### src/dart_pkg.sv
// ----------------------------------------------------------------------------
// dart_pkg
// Shared types, codes and constants for the divider and reload timer.
// ----------------------------------------------------------------------------
`default_nettype none

package dart_pkg;

   // Operation codes carried by a request transaction.
   typedef enum logic [1:0] {
      OP_TICK  = 2'd0,
      OP_READ  = 2'd1,
      OP_WRITE = 2'd2
   } op_type;

   // Register select codes.
   typedef enum logic [1:0] {
      SEL_DIVIDER = 2'd0,
      SEL_COUNT   = 2'd1,
      SEL_MODULO  = 2'd2,
      SEL_CONTROL = 2'd3
   } sel_type;

   // Rate select codes from control bits 1:0.
   typedef enum logic [1:0] {
      RATE_SLOW   = 2'd0,
      RATE_FAST   = 2'd1,
      RATE_MEDIUM = 2'd2,
      RATE_LOW    = 2'd3
   } rate_type;

   localparam int unsigned ENABLE_BIT  = 2;
   localparam logic [15:0] MATCH_VALUE = 16'h0004;

   // One response transaction.
   typedef struct packed {
      logic [7:0] read_data;
      logic       timer_interrupt;
   } result_type;

   // Mask applied to the tick counter for each rate select.
   function automatic logic [15:0] rate_mask(input logic [1:0] rate);
      logic [15:0] mask;
      unique case (rate)
         RATE_SLOW:   mask = 16'h03FF;
         RATE_FAST:   mask = 16'h000F;
         RATE_MEDIUM: mask = 16'h001F;
         RATE_LOW:    mask = 16'h00FF;
         default:     mask = 16'h03FF;
      endcase
      return mask;
   endfunction

endpackage

`default_nettype wire

### src/dart_if.sv
// ----------------------------------------------------------------------------
// dart_req_if / dart_rsp_if
// Valid/ready channels for request and response transactions.
// ----------------------------------------------------------------------------
`default_nettype none

interface dart_req_if;
   logic       valid;
   logic       ready;
   logic [1:0] operation;
   logic [1:0] reg_select;
   logic [7:0] write_data;

   modport source (output valid, output operation, output reg_select,
                   output write_data, input ready);
   modport sink (input valid, input operation, input reg_select,
                 input write_data, output ready);
endinterface

interface dart_rsp_if;
   logic       valid;
   logic       ready;
   logic [7:0] read_data;
   logic       timer_interrupt;

   modport source (output valid, output read_data, output timer_interrupt,
                   input ready);
   modport sink (input valid, input read_data, input timer_interrupt,
                 output ready);
endinterface

`default_nettype wire

### src/divider_and_reload_timer_core.sv
// ----------------------------------------------------------------------------
// divider_and_reload_timer_core
// Timer peripheral with a free-running divider and a reloading timer counter.
// Each request transaction is a tick, a register read or a register write,
// and yields exactly one response transaction carrying the read byte and a
// one-shot timer interrupt flag. While no response is stalled, one request is
// accepted every clock cycle; its response appears in the output register on
// the following cycle. The whole update is one increment, mask and compare
// between the state registers and the response register. A new request enters
// in the same cycle that the previous response is taken; while a response
// waits to be taken, the request side is held off.
// ----------------------------------------------------------------------------
`default_nettype none

module divider_and_reload_timer_core
   import dart_pkg::*;
(
   input  wire logic  clock,
   input  wire logic  reset,
   dart_req_if.sink   req_channel,
   dart_rsp_if.source rsp_channel
);

   logic       accept;
   logic       take_ready;
   result_type result;

   // Handshake on the request side.
   assign req_channel.ready = take_ready;
   assign accept            = req_channel.valid && take_ready;

   dart_timer u_timer (
      .clock      (clock),
      .reset      (reset),
      .accept     (accept),
      .operation  (req_channel.operation),
      .reg_select (req_channel.reg_select),
      .write_data (req_channel.write_data),
      .result     (result)
   );

   dart_out_stage u_out_stage (
      .clock       (clock),
      .reset       (reset),
      .accept      (accept),
      .result      (result),
      .take_ready  (take_ready),
      .rsp_channel (rsp_channel)
   );

endmodule

`default_nettype wire

### src/dart_timer.sv
// ----------------------------------------------------------------------------
// dart_timer
// Architectural registers and the single-pass update for one transaction.
// ----------------------------------------------------------------------------
`default_nettype none

module dart_timer
   import dart_pkg::*;
(
   input  wire logic       clock,
   input  wire logic       reset,
   input  wire logic       accept,
   input  wire logic [1:0] operation,
   input  wire logic [1:0] reg_select,
   input  wire logic [7:0] write_data,
   output result_type      result
);

   logic [15:0] tick_counter_ff, tick_counter_in;
   logic [7:0]  timer_count_ff, timer_count_in;
   logic [7:0]  reload_value_ff, reload_value_in;
   logic [7:0]  control_byte_ff, control_byte_in;

   logic [15:0] tick_sum;
   logic [7:0]  count_sum;
   logic        count_step;

   // Tick arithmetic: counter increment, rate match and timer step.
   assign tick_sum   = tick_counter_ff + 16'd1;
   assign count_sum  = timer_count_ff + 8'd1;
   assign count_step = control_byte_ff[ENABLE_BIT] &&
                       ((tick_sum & rate_mask(control_byte_ff[1:0])) == MATCH_VALUE);

   // Next state and result for the transaction at the input.
   always_comb begin
      tick_counter_in        = tick_counter_ff;
      timer_count_in         = timer_count_ff;
      reload_value_in        = reload_value_ff;
      control_byte_in        = control_byte_ff;
      result.read_data       = 8'd0;
      result.timer_interrupt = 1'b0;
      case (operation)
         OP_TICK: begin
            tick_counter_in = tick_sum;
            if (count_step) begin
               if (count_sum == 8'd0) begin
                  timer_count_in         = reload_value_ff;
                  result.timer_interrupt = 1'b1;
               end else begin
                  timer_count_in = count_sum;
               end
            end
         end
         OP_READ: begin
            unique case (reg_select)
               SEL_DIVIDER: result.read_data = tick_counter_ff[15:8];
               SEL_COUNT:   result.read_data = timer_count_ff;
               SEL_MODULO:  result.read_data = reload_value_ff;
               SEL_CONTROL: result.read_data = control_byte_ff;
               default:     result.read_data = 8'd0;
            endcase
         end
         OP_WRITE: begin
            unique case (reg_select)
               SEL_DIVIDER: tick_counter_in = 16'd0;
               SEL_COUNT:   timer_count_in  = write_data;
               SEL_MODULO:  reload_value_in = write_data;
               SEL_CONTROL: control_byte_in = write_data;
               default:     tick_counter_in = tick_counter_ff;
            endcase
         end
         default: begin
            // Unused operation code leaves all state alone.
         end
      endcase
   end

   // State registers update only on an accepted transaction.
   always_ff @(posedge clock) begin
      if (reset) begin
         tick_counter_ff <= 16'd0;
         timer_count_ff  <= 8'd0;
         reload_value_ff <= 8'd0;
         control_byte_ff <= 8'd0;
      end else if (accept) begin
         tick_counter_ff <= tick_counter_in;
         timer_count_ff  <= timer_count_in;
         reload_value_ff <= reload_value_in;
         control_byte_ff <= control_byte_in;
      end
   end

`ifndef ASSERT_OFF
   // An accepted interrupt leaves the timer counter holding the reload value.
   assert property (@(posedge clock) disable iff (reset)
      accept && result.timer_interrupt |=> timer_count_ff == $past(reload_value_ff))
      else $error("timer counter not reloaded after overflow");

   // Without an accepted transaction no architectural register moves.
   assert property (@(posedge clock) disable iff (reset)
      !accept |=> $stable(tick_counter_ff) && $stable(timer_count_ff) &&
                  $stable(reload_value_ff) && $stable(control_byte_ff))
      else $error("state changed without a transaction");

   // Only a tick can raise the interrupt.
   assert property (@(posedge clock) disable iff (reset)
      operation != OP_TICK |-> !result.timer_interrupt)
      else $error("interrupt raised by a non-tick transaction");
`endif

endmodule

`default_nettype wire

### src/dart_out_stage.sv
// ----------------------------------------------------------------------------
// dart_out_stage
// Response register with valid tracking and input ready generation.
// ----------------------------------------------------------------------------
`default_nettype none

module dart_out_stage
   import dart_pkg::*;
(
   input  wire logic        clock,
   input  wire logic        reset,
   input  wire logic        accept,
   input  wire result_type  result,
   output logic             take_ready,
   dart_rsp_if.source       rsp_channel
);

   logic       out_valid_ff, out_valid_in;
   result_type out_data_ff;

   // A new transaction is taken when the register is empty or drains now.
   assign take_ready   = !out_valid_ff || rsp_channel.ready;
   assign out_valid_in = accept || (out_valid_ff && !rsp_channel.ready);

   always_ff @(posedge clock) begin
      if (reset) begin
         out_valid_ff <= 1'b0;
      end else begin
         out_valid_ff <= out_valid_in;
      end
   end

   // Payload needs no reset.
   always_ff @(posedge clock) begin
      if (accept) begin
         out_data_ff <= result;
      end
   end

   assign rsp_channel.valid           = out_valid_ff;
   assign rsp_channel.read_data       = out_data_ff.read_data;
   assign rsp_channel.timer_interrupt = out_data_ff.timer_interrupt;

`ifndef ASSERT_OFF
   // A stalled response blocks new transactions.
   assert property (@(posedge clock) disable iff (reset)
      out_valid_ff && !rsp_channel.ready |-> !take_ready)
      else $error("input ready while response is stalled");

   // Every accepted transaction produces a pending response.
   assert property (@(posedge clock) disable iff (reset)
      accept |=> out_valid_ff)
      else $error("accepted transaction lost its response");
`endif

endmodule

`default_nettype wire
### src/flat_wrapper.sv
// flat-port wrapper written by rule: the top's interface ports become plain ports
module divider_and_reload_timer_core_flat import dart_pkg::*;
  (clock, reset, req_channel_valid, req_channel_operation, req_channel_reg_select, req_channel_write_data, req_channel_ready, rsp_channel_valid, rsp_channel_read_data, rsp_channel_timer_interrupt, rsp_channel_ready);
  dart_req_if req_channel_i ();
  dart_rsp_if rsp_channel_i ();
  input  wire logic clock;
  input  wire logic reset;
  input wire logic [$bits(req_channel_i.valid)-1:0] req_channel_valid;
  input wire logic [$bits(req_channel_i.operation)-1:0] req_channel_operation;
  input wire logic [$bits(req_channel_i.reg_select)-1:0] req_channel_reg_select;
  input wire logic [$bits(req_channel_i.write_data)-1:0] req_channel_write_data;
  output wire logic [$bits(req_channel_i.ready)-1:0] req_channel_ready;
  output wire logic [$bits(rsp_channel_i.valid)-1:0] rsp_channel_valid;
  output wire logic [$bits(rsp_channel_i.read_data)-1:0] rsp_channel_read_data;
  output wire logic [$bits(rsp_channel_i.timer_interrupt)-1:0] rsp_channel_timer_interrupt;
  input wire logic [$bits(rsp_channel_i.ready)-1:0] rsp_channel_ready;
  assign req_channel_i.valid = req_channel_valid;
  assign req_channel_i.operation = req_channel_operation;
  assign req_channel_i.reg_select = req_channel_reg_select;
  assign req_channel_i.write_data = req_channel_write_data;
  assign req_channel_ready = req_channel_i.ready;
  assign rsp_channel_valid = rsp_channel_i.valid;
  assign rsp_channel_read_data = rsp_channel_i.read_data;
  assign rsp_channel_timer_interrupt = rsp_channel_i.timer_interrupt;
  assign rsp_channel_i.ready = rsp_channel_ready;
  divider_and_reload_timer_core u_core (.clock(clock), .reset(reset), .req_channel(req_channel_i), .rsp_channel(rsp_channel_i));
endmodule
### config.mk
export PLATFORM = sky130hd
export DESIGN_NAME = divider_and_reload_timer_core_flat
export DESIGN_NICKNAME = d
export VERILOG_FILES = /design/src/dart_pkg.sv /design/src/dart_if.sv /design/src/divider_and_reload_timer_core.sv /design/src/dart_timer.sv /design/src/dart_out_stage.sv /design/src/flat_wrapper.sv
export SDC_FILE = /design/constraint.sdc
export NUM_CORES = 1
export LEC_CHECK = 0
export ABC_AREA = 0
export ABC_CLOCK_PERIOD_IN_PS = 2300
export BUFFER_PORTS_ARGS = -buffer_cell sky130_fd_sc_hd__buf_2
export CAP_MARGIN = 20
export CORE_MARGIN = 2
export CORE_UTILIZATION = 53
export DETAILED_ROUTE_END_ITERATION = 6
export PLACE_DENSITY = 0.73
export SETUP_SLACK_MARGIN = 0.3
export SLEW_MARGIN = 20
export SYNTH_ARGS = -nofsm -noshare
export SYNTH_HDL_FRONTEND = slang
export SYNTH_SLANG_ARGS = --single-unit
### constraint.sdc
create_clock -name clock -period 2.3 [get_ports clock]
set_input_delay 0.115 -clock clock [delete_from_list [all_inputs] [get_ports clock]]
set_output_delay 0.115 -clock clock [all_outputs]
set_load 0.005 [all_outputs]
==> results of run 1 <==
==> how the worst max path moves through the flow <==
stage                                       endpoint  slack [ns]  cells after the start
floorplan           u_core.u_timer.timer_count_ff[7]        0.33                      8
global placement    u_core.u_timer.timer_count_ff[4]        0.22                      6
detailed placement  u_core.u_timer.timer_count_ff[4]        0.16                      6
CTS                 u_core.u_timer.timer_count_ff[7]        0.32                      8
global route        u_core.u_timer.timer_count_ff[7]        0.25                      7
finish              u_core.u_timer.timer_count_ff[3]        0.36                      8
==> logic make-up after synthesis <==
group	count (synthesis)
and+or+nand+nor	129
AOI/OAI and AO/OA	61
DFF	50
buffers and inverters	26
muxes	26
xor gates and xnor gates	12
adders and majority gates	4
==> per-stage QoR <==
stage               hold WS (ns)  util (%)  std cells  setup WS (ns)  power [mW]
CTS                      0.05899     61.59        410         0.3189       1.614
global placement          0.3782     59.10        398         0.2221       1.088
global route              0.1072     62.15        410         0.2548       1.680
floorplan                 0.2589         -        308         0.3335       1.032
detailed placement        0.3833     59.10        398         0.1601       1.091
finish                   0.06404     62.15        410         0.3628       1.603
==> worst max-delay path, stage by stage (launching register included) <==
cell	delay, ns
dfxtp_4	0.38
ha_4	0.18
a211o_1	0.25
a211o_1	0.26
a31oi_2	0.16
a311oi_2	0.13
buf_4	0.19
o21ai_0	0.17
o21ai_0	0.11
==> repair_timing <==
item	4_1_cts	5_1_grt
setup endpoints to repair	15	14
gates cloned	0	0
setup buffers	4	0
hold buffers	0	0
resized for setup	3	11
pin swaps	2	0
==> report_power, final <==
group | switching, mW | total, mW | internal, mW
sequential | 0.0130 | 0.919 | 0.906
clock | 0.309 | 0.526 | 0.218
combinational | 0.0930 | 0.157 | 0.0639
total | 0.415 | 1.60 | 1.19
==> flip-flops by register name, summed over array words and instances (netlist names) <==
register	cells
u_core.u_timer.tick_counter_ff	16
u_core.u_timer.reload_value_ff	8
u_core.u_timer.timer_count_ff	8
u_core.u_out_stage.rsp_channel.timer_interrupt	1
u_core.u_timer.control_byte_ff	8
u_core.u_out_stage.rsp_channel.read_data	8
u_core.u_out_stage.rsp_channel.valid	1
==> cells in the final DEF (no fill, tap or decap), types with 5 or more instances in the layout <==
cell type | netlist | layout
nand3_1 | 11 | 10
nor3_1 | 10 | 8
nand2_1 | 18 | 18
xnor2_1 | 10 | 10
nor2b_1 | 15 | 15
o21ai_0 | 25 | 22
buf_4 | 0 | 13
a21oi_1 | 13 | 12
edfxtp_1 | 9 | 9
buf_2 | 3 | 26
nor2_1 | 50 | 50
mux2i_1 | 18 | 18
mux4_2 | 8 | 8
inv_1 | 11 | 11
clkbuf_8 | 0 | 5
dfxtp_2 | 0 | 5
nand4_1 | 6 | 6
a211o_1 | 6 | 6
dfxtp_1 | 41 | 35
==> cell type report <==
class | instances | share of cell area [%]
Clock inverter | 3 | 0.7537
Clock buffer | 5 | 2.182
Multi-Input combinational cell | 232 | 50.85
Inverter | 11 | 1.309
Tap cell | 70 | 2.777
Timing Repair Buffer | 39 | 7.219
Sequential cell | 50 | 34.91
==> metal layers <==
layer | GRT usage [%] | up-vias | wire, um
met4 | 7.273 | 0 | 104
li1 | - | 1167 | -
met2 | 34.60 | 77 | 2868
met1 | 32.72 | 1126 | 2920
met3 | 4.502 | 11 | 387
met5 | 0 | - | 0
==> results.toml, run 1 <==
[outcome]
outcome = "finished clean"

[clocking]
clk_path_buf_depth = 2
cts_root_buf = "clkbuf_8"
cts_tree = "built"
clk_pin_slew_worst_paths_ns = 0.10
numCtsBuffers = 5
clk_latency_ns = 0.31
htree_levels = 2
cts.sinks = 50

[timing]
final_hold_viol_count = 0
min_period_ns = 1.937
max_freq_ghz = 0.5162
fin_worst_skew_ns = 0.01245
fin_crit_sh_pct = 84.22
worst_pin_slew_ns = 0.6188
tns_ns = 0
slew_headroom_pct = 58.74
rsz0062_at_grt = "true"
setup_viol = 0
slew_violations = 0

[finish]
drive_gt1_share_pct = 23.24
fill_cells = 464
diodes = 0
syn2layout_area_growth_pct = 13.82
final_nets = 359
multiInputGateArea_sq_um = 1604
seqCellArea_sq_um = 1101
final_cell_area_sq_um = 3154

[grt]
grt_pass1_wl_mm = 10.61
grt_remaining_overflow = 0
grt_usage_pct = 22.75
antenna_found_initial = 0
grt_start_max_net_pins = 29
grt_pass1_vias = 2177

[yosys]
synth_top_family_by_area = "simple AND/OR/NAND/NOR gates"
syn_inst = 308
synth-edff-count = 9
yosysTopAreaCell = "dfxtp_1"
yosys-mux-area-fraction_pct = 13.00
ys_seq_area_share_pct = 39.37
synth.area.top_cells = "dfxtp_1 (30%), edfxtp_1 (9.8%), nor2_1 (6.8%), mux2i_1 (6.5%), mux4_2 (6.5%)"
yosysMostFrequentCell = "nor2_1"
syn-num-nets = 328
synthesis.area_sq_um = 2771
synth_compound_area_share_pct = 14.63
ys.warnings.count = 0
synthArstFlopShare_pct = 0
ys_ff_latch = 50
synth.distinct_cells = 45
synth.top_cell.area_share_pct = 29.62
syn_avg_cell_area_sq_um = 8.998
synth_xor_area_share_pct = 3.792
synth_common_cells = "nor2_1 (50), dfxtp_1 (41), o21ai_0 (25)"
synthAdderAreaFrac_pct = 1.806
synth-simple-area-share_pct = 23.21
synthFlopType = "dfxtp_1"

[flow_run]
cap_violations = 0

[power_and_ir_drop]
powerDensity_nw_per_um2 = 508.1
leakagePower_nw = 1.149
peakVddDrop_mv = 0.2351

[detailed_routing]
drtIter0Drc = 194
route.detailed.drc = 0
wl_per_cell_um = 15.32
final_antenna_net_count = 0
routed_via_density = 5.807
vias = 2381
drtPass1Iterations = 4
drt_wl_total_mm = 6.281

[floorplanning]
io_pins = 27
die_width_um = 76.31
die_y_um = 76.31
die_area_sq_um = 5823
start_util_pct = 54.61
coreArea_sq_um = 5075
num_rows = 26

[critical_path]
path_max_fanout = 8
setup.worst_path.end_class = "register"
startpoint_type = "register"
timing.rr.start = "u_core.u_timer.tick_counter_ff[0]"
worstPathArrival_ns = 2.13
worstSetupPathType = "reg -> reg"
rrSetupSlack_ns = 0.36
cp-startpoint = "u_core.u_timer.tick_counter_ff[0]"
rr_endpoint = "u_core.u_timer.timer_count_ff[3]"
cp_data_required_time_ns = 2.50
reg2reg_depth = 8

[hold_path]
holdCritPathClass = "in -> reg"
min_path_cells = 3
hold_path_end = "u_core.u_timer.control_byte_ff[6]"
min_from = "req_channel_write_data[6]"

[placed_design]
hpwl_mm = 4.664
io_buffers = 26
gp_congestion = 0.9433
placed_cell_area_sq_um = 2999
No activity file was read; power rests on OpenSTA's default activity.
==> inputs of run 2 (changes only) <==
- ABC_CLOCK_PERIOD_IN_PS: 2300 -> 1780
- clock period: 2.3 -> 1.78 ns (I/O delays scaled with it)
==> run 2 against run 1 <==
Against the previous run:
- the flow now finishes with violations (setup timing)
- register-to-register slack worse by 0.53 ns
- highest routed layer unchanged
- die area did not move
- total power rose by 33%
- sequential cell count did not move
- via count is 9.0% higher
- combinational power grew 54%
- first-iteration DRC count grew 7.7%
- global-route usage is 2.7 points higher
==> results.toml, run 2 (synthesis gave the netlist of run 1 again) <==
[outcome]
outcome = "finished with violations"
violations = "setup timing"

[finish]
stdcell_count = 450
top_register = "u_core.u_timer.tick_counter_ff"
diodes = 0
fill_cells = 387
largest_register_ffs = 16
syn2layout_area_growth_pct = 32.01
final_common_cell = "buf_4"
drive_gt1_share_pct = 37.37
layout_common_cells = "buf_4 (49), nor2_1 (47), dfxtp_1 (29)"
final_nets = 399

[timing]
fin_ws_ns = -0.1694
setup_viol = 8
slew_headroom_pct = 59.78
worst_pin_slew_ns = 0.6033
tns_ns = -1.115
fin_worst_skew_ns = 0.01363
min_period_ns = 1.949
slew_violations = 0
final_hold_viol_count = 0
holdWs_ns = 0.03563
fin_crit_sh_pct = 109.5
rsz0062_at_grt = "true"
max_freq_ghz = 0.5130

[placed_design]
hpwl_mm = 5.024
placedCellCount = 434
gp_congestion = 0.9056
io_buffers = 26
place_ws_ns = -0.2977

[grt]
grt_util_met3_pct = 4.739
grt_start_max_net_pins = 25
grt_pass1_wl_mm = 11.95
globalRoute.busiestLayer = "met2"
grt_remaining_overflow = 0
grt_pass1_vias = 2461
grt_usage_pct = 25.47
grt_util_met2_pct = 40.35
grt_use_met1_pct = 35.47
antenna_found_initial = 0

[floorplanning]
die_y_um = 76.31
num_rows = 26
die_area_sq_um = 5823
start_util_pct = 54.61
coreArea_sq_um = 5075
die_width_um = 76.31
io_pins = 27

[critical_path]
cp_slowest_cell = "dfxtp_4"
worstSetupPathType = "reg -> reg"
path_max_fanout = 8
cp_cell_sequence = "ha_4 -> a211o_1 -> a211o_1 -> a31oi_4 -> a311oi_2 -> buf_4 -> o21ai_0 -> o21ai_1"
worstPathArrival_ns = 2.15
cp_common_cell = "a211o_1"
cp_data_required_time_ns = 1.99
startpoint_type = "register"
setup.worst_path.end_class = "register"
critPathMaxStageDelay_ns = 0.36

[detailed_routing]
drt_wl_total_mm = 7.222
drtIter0Drc = 209
vias = 2595
wl_per_cell_um = 16.05
route.detailed.drc = 0
routed_via_density = 5.767
drtPass1Iterations = 4
final_antenna_net_count = 0

[power_and_ir_drop]
leakagePower_nw = 1.444
powerDensity_nw_per_um2 = 583.5
power.total_mw = 2.135
peakVddDrop_mv = 0.3708

[clocking]
clk_pin_slew_worst_paths_ns = 0.11
cts_tree = "built"
clk_latency_ns = 0.32
clk_path_buf_depth = 2
cts.sinks = 50
htree_levels = 2
cts-hold-fix-buffers = 0
cts_root_buf = "clkbuf_8"
numCtsBuffers = 5

[hold_path]
holdCritPathClass = "in -> reg"

[flow_run]
cap_violations = 0
-- run 2: layer usage --
| metal | up-vias | wire length, um |
|---|---|---|
| li1 | 1246 | - |
| met2 | 79 | 3483 |
| met1 | 1253 | 3179 |
| met3 | 17 | 414 |
| met4 | 0 | 144 |
| met5 | - | 0 |
-- run 2: metrics by stage --
step                instance area, sq um  util [%]
floorplan                           2849         -
global route                        3659     72.09
finish                              3659     72.09
detailed placement                  3329     65.61
global placement                    3329     65.61
CTS                                 3567     70.29
-- run 2: final cells by class --
type                       count  area, sq um  area share, %
multi-input combinational    232         1762          48.15
inverter                      11        41.29          1.129
timing repair buffer          79        551.8          15.08
sequential                    50         1121          30.64
clock buffer                   5        68.82          1.881
clock inverter                 3        26.28         0.7182
tap                           70        87.58          2.394
-- run 2: worst paths after layout --
check | start | to | slack [ns] | depth (start not counted)
max | u_core.u_timer.tick_counter_ff[0] | u_core.u_timer.timer_count_ff[6] | -0.17 | 8
min | req_channel_write_data[6] | u_core.u_timer.control_byte_ff[6] | 0.04 | 3
max reg2reg | u_core.u_timer.tick_counter_ff[0] | u_core.u_timer.timer_count_ff[6] | -0.17 | 8
min reg2reg | u_core.u_timer.control_byte_ff[6] | u_core.u_timer.control_byte_ff[6] | 0.52 | 2
-- run 2: what timing repair did --
item,in CTS,in global routing
resized for setup,32,22
endpoints found under the setup margin,35,26
pin swaps,9,10
cloned,0,0
buffers inserted,6,2
-- run 2: worst max-delay path: cells and delay by family (launching register included) --
family                     cells  cell delay [ns]
buffers and inverters          1             0.19
DFF                            1             0.36
adders and majority gates      1             0.17
AOI/OAI and AO/OA              6             1.10
-- run 2: power breakdown --
group          internal (mW)  total (mW)  leakage (nW)  switching [mW]
clock                  0.290       0.713        0.0491           0.423
sequential              1.17        1.18         0.430          0.0148
combinational          0.104       0.241         0.965           0.137
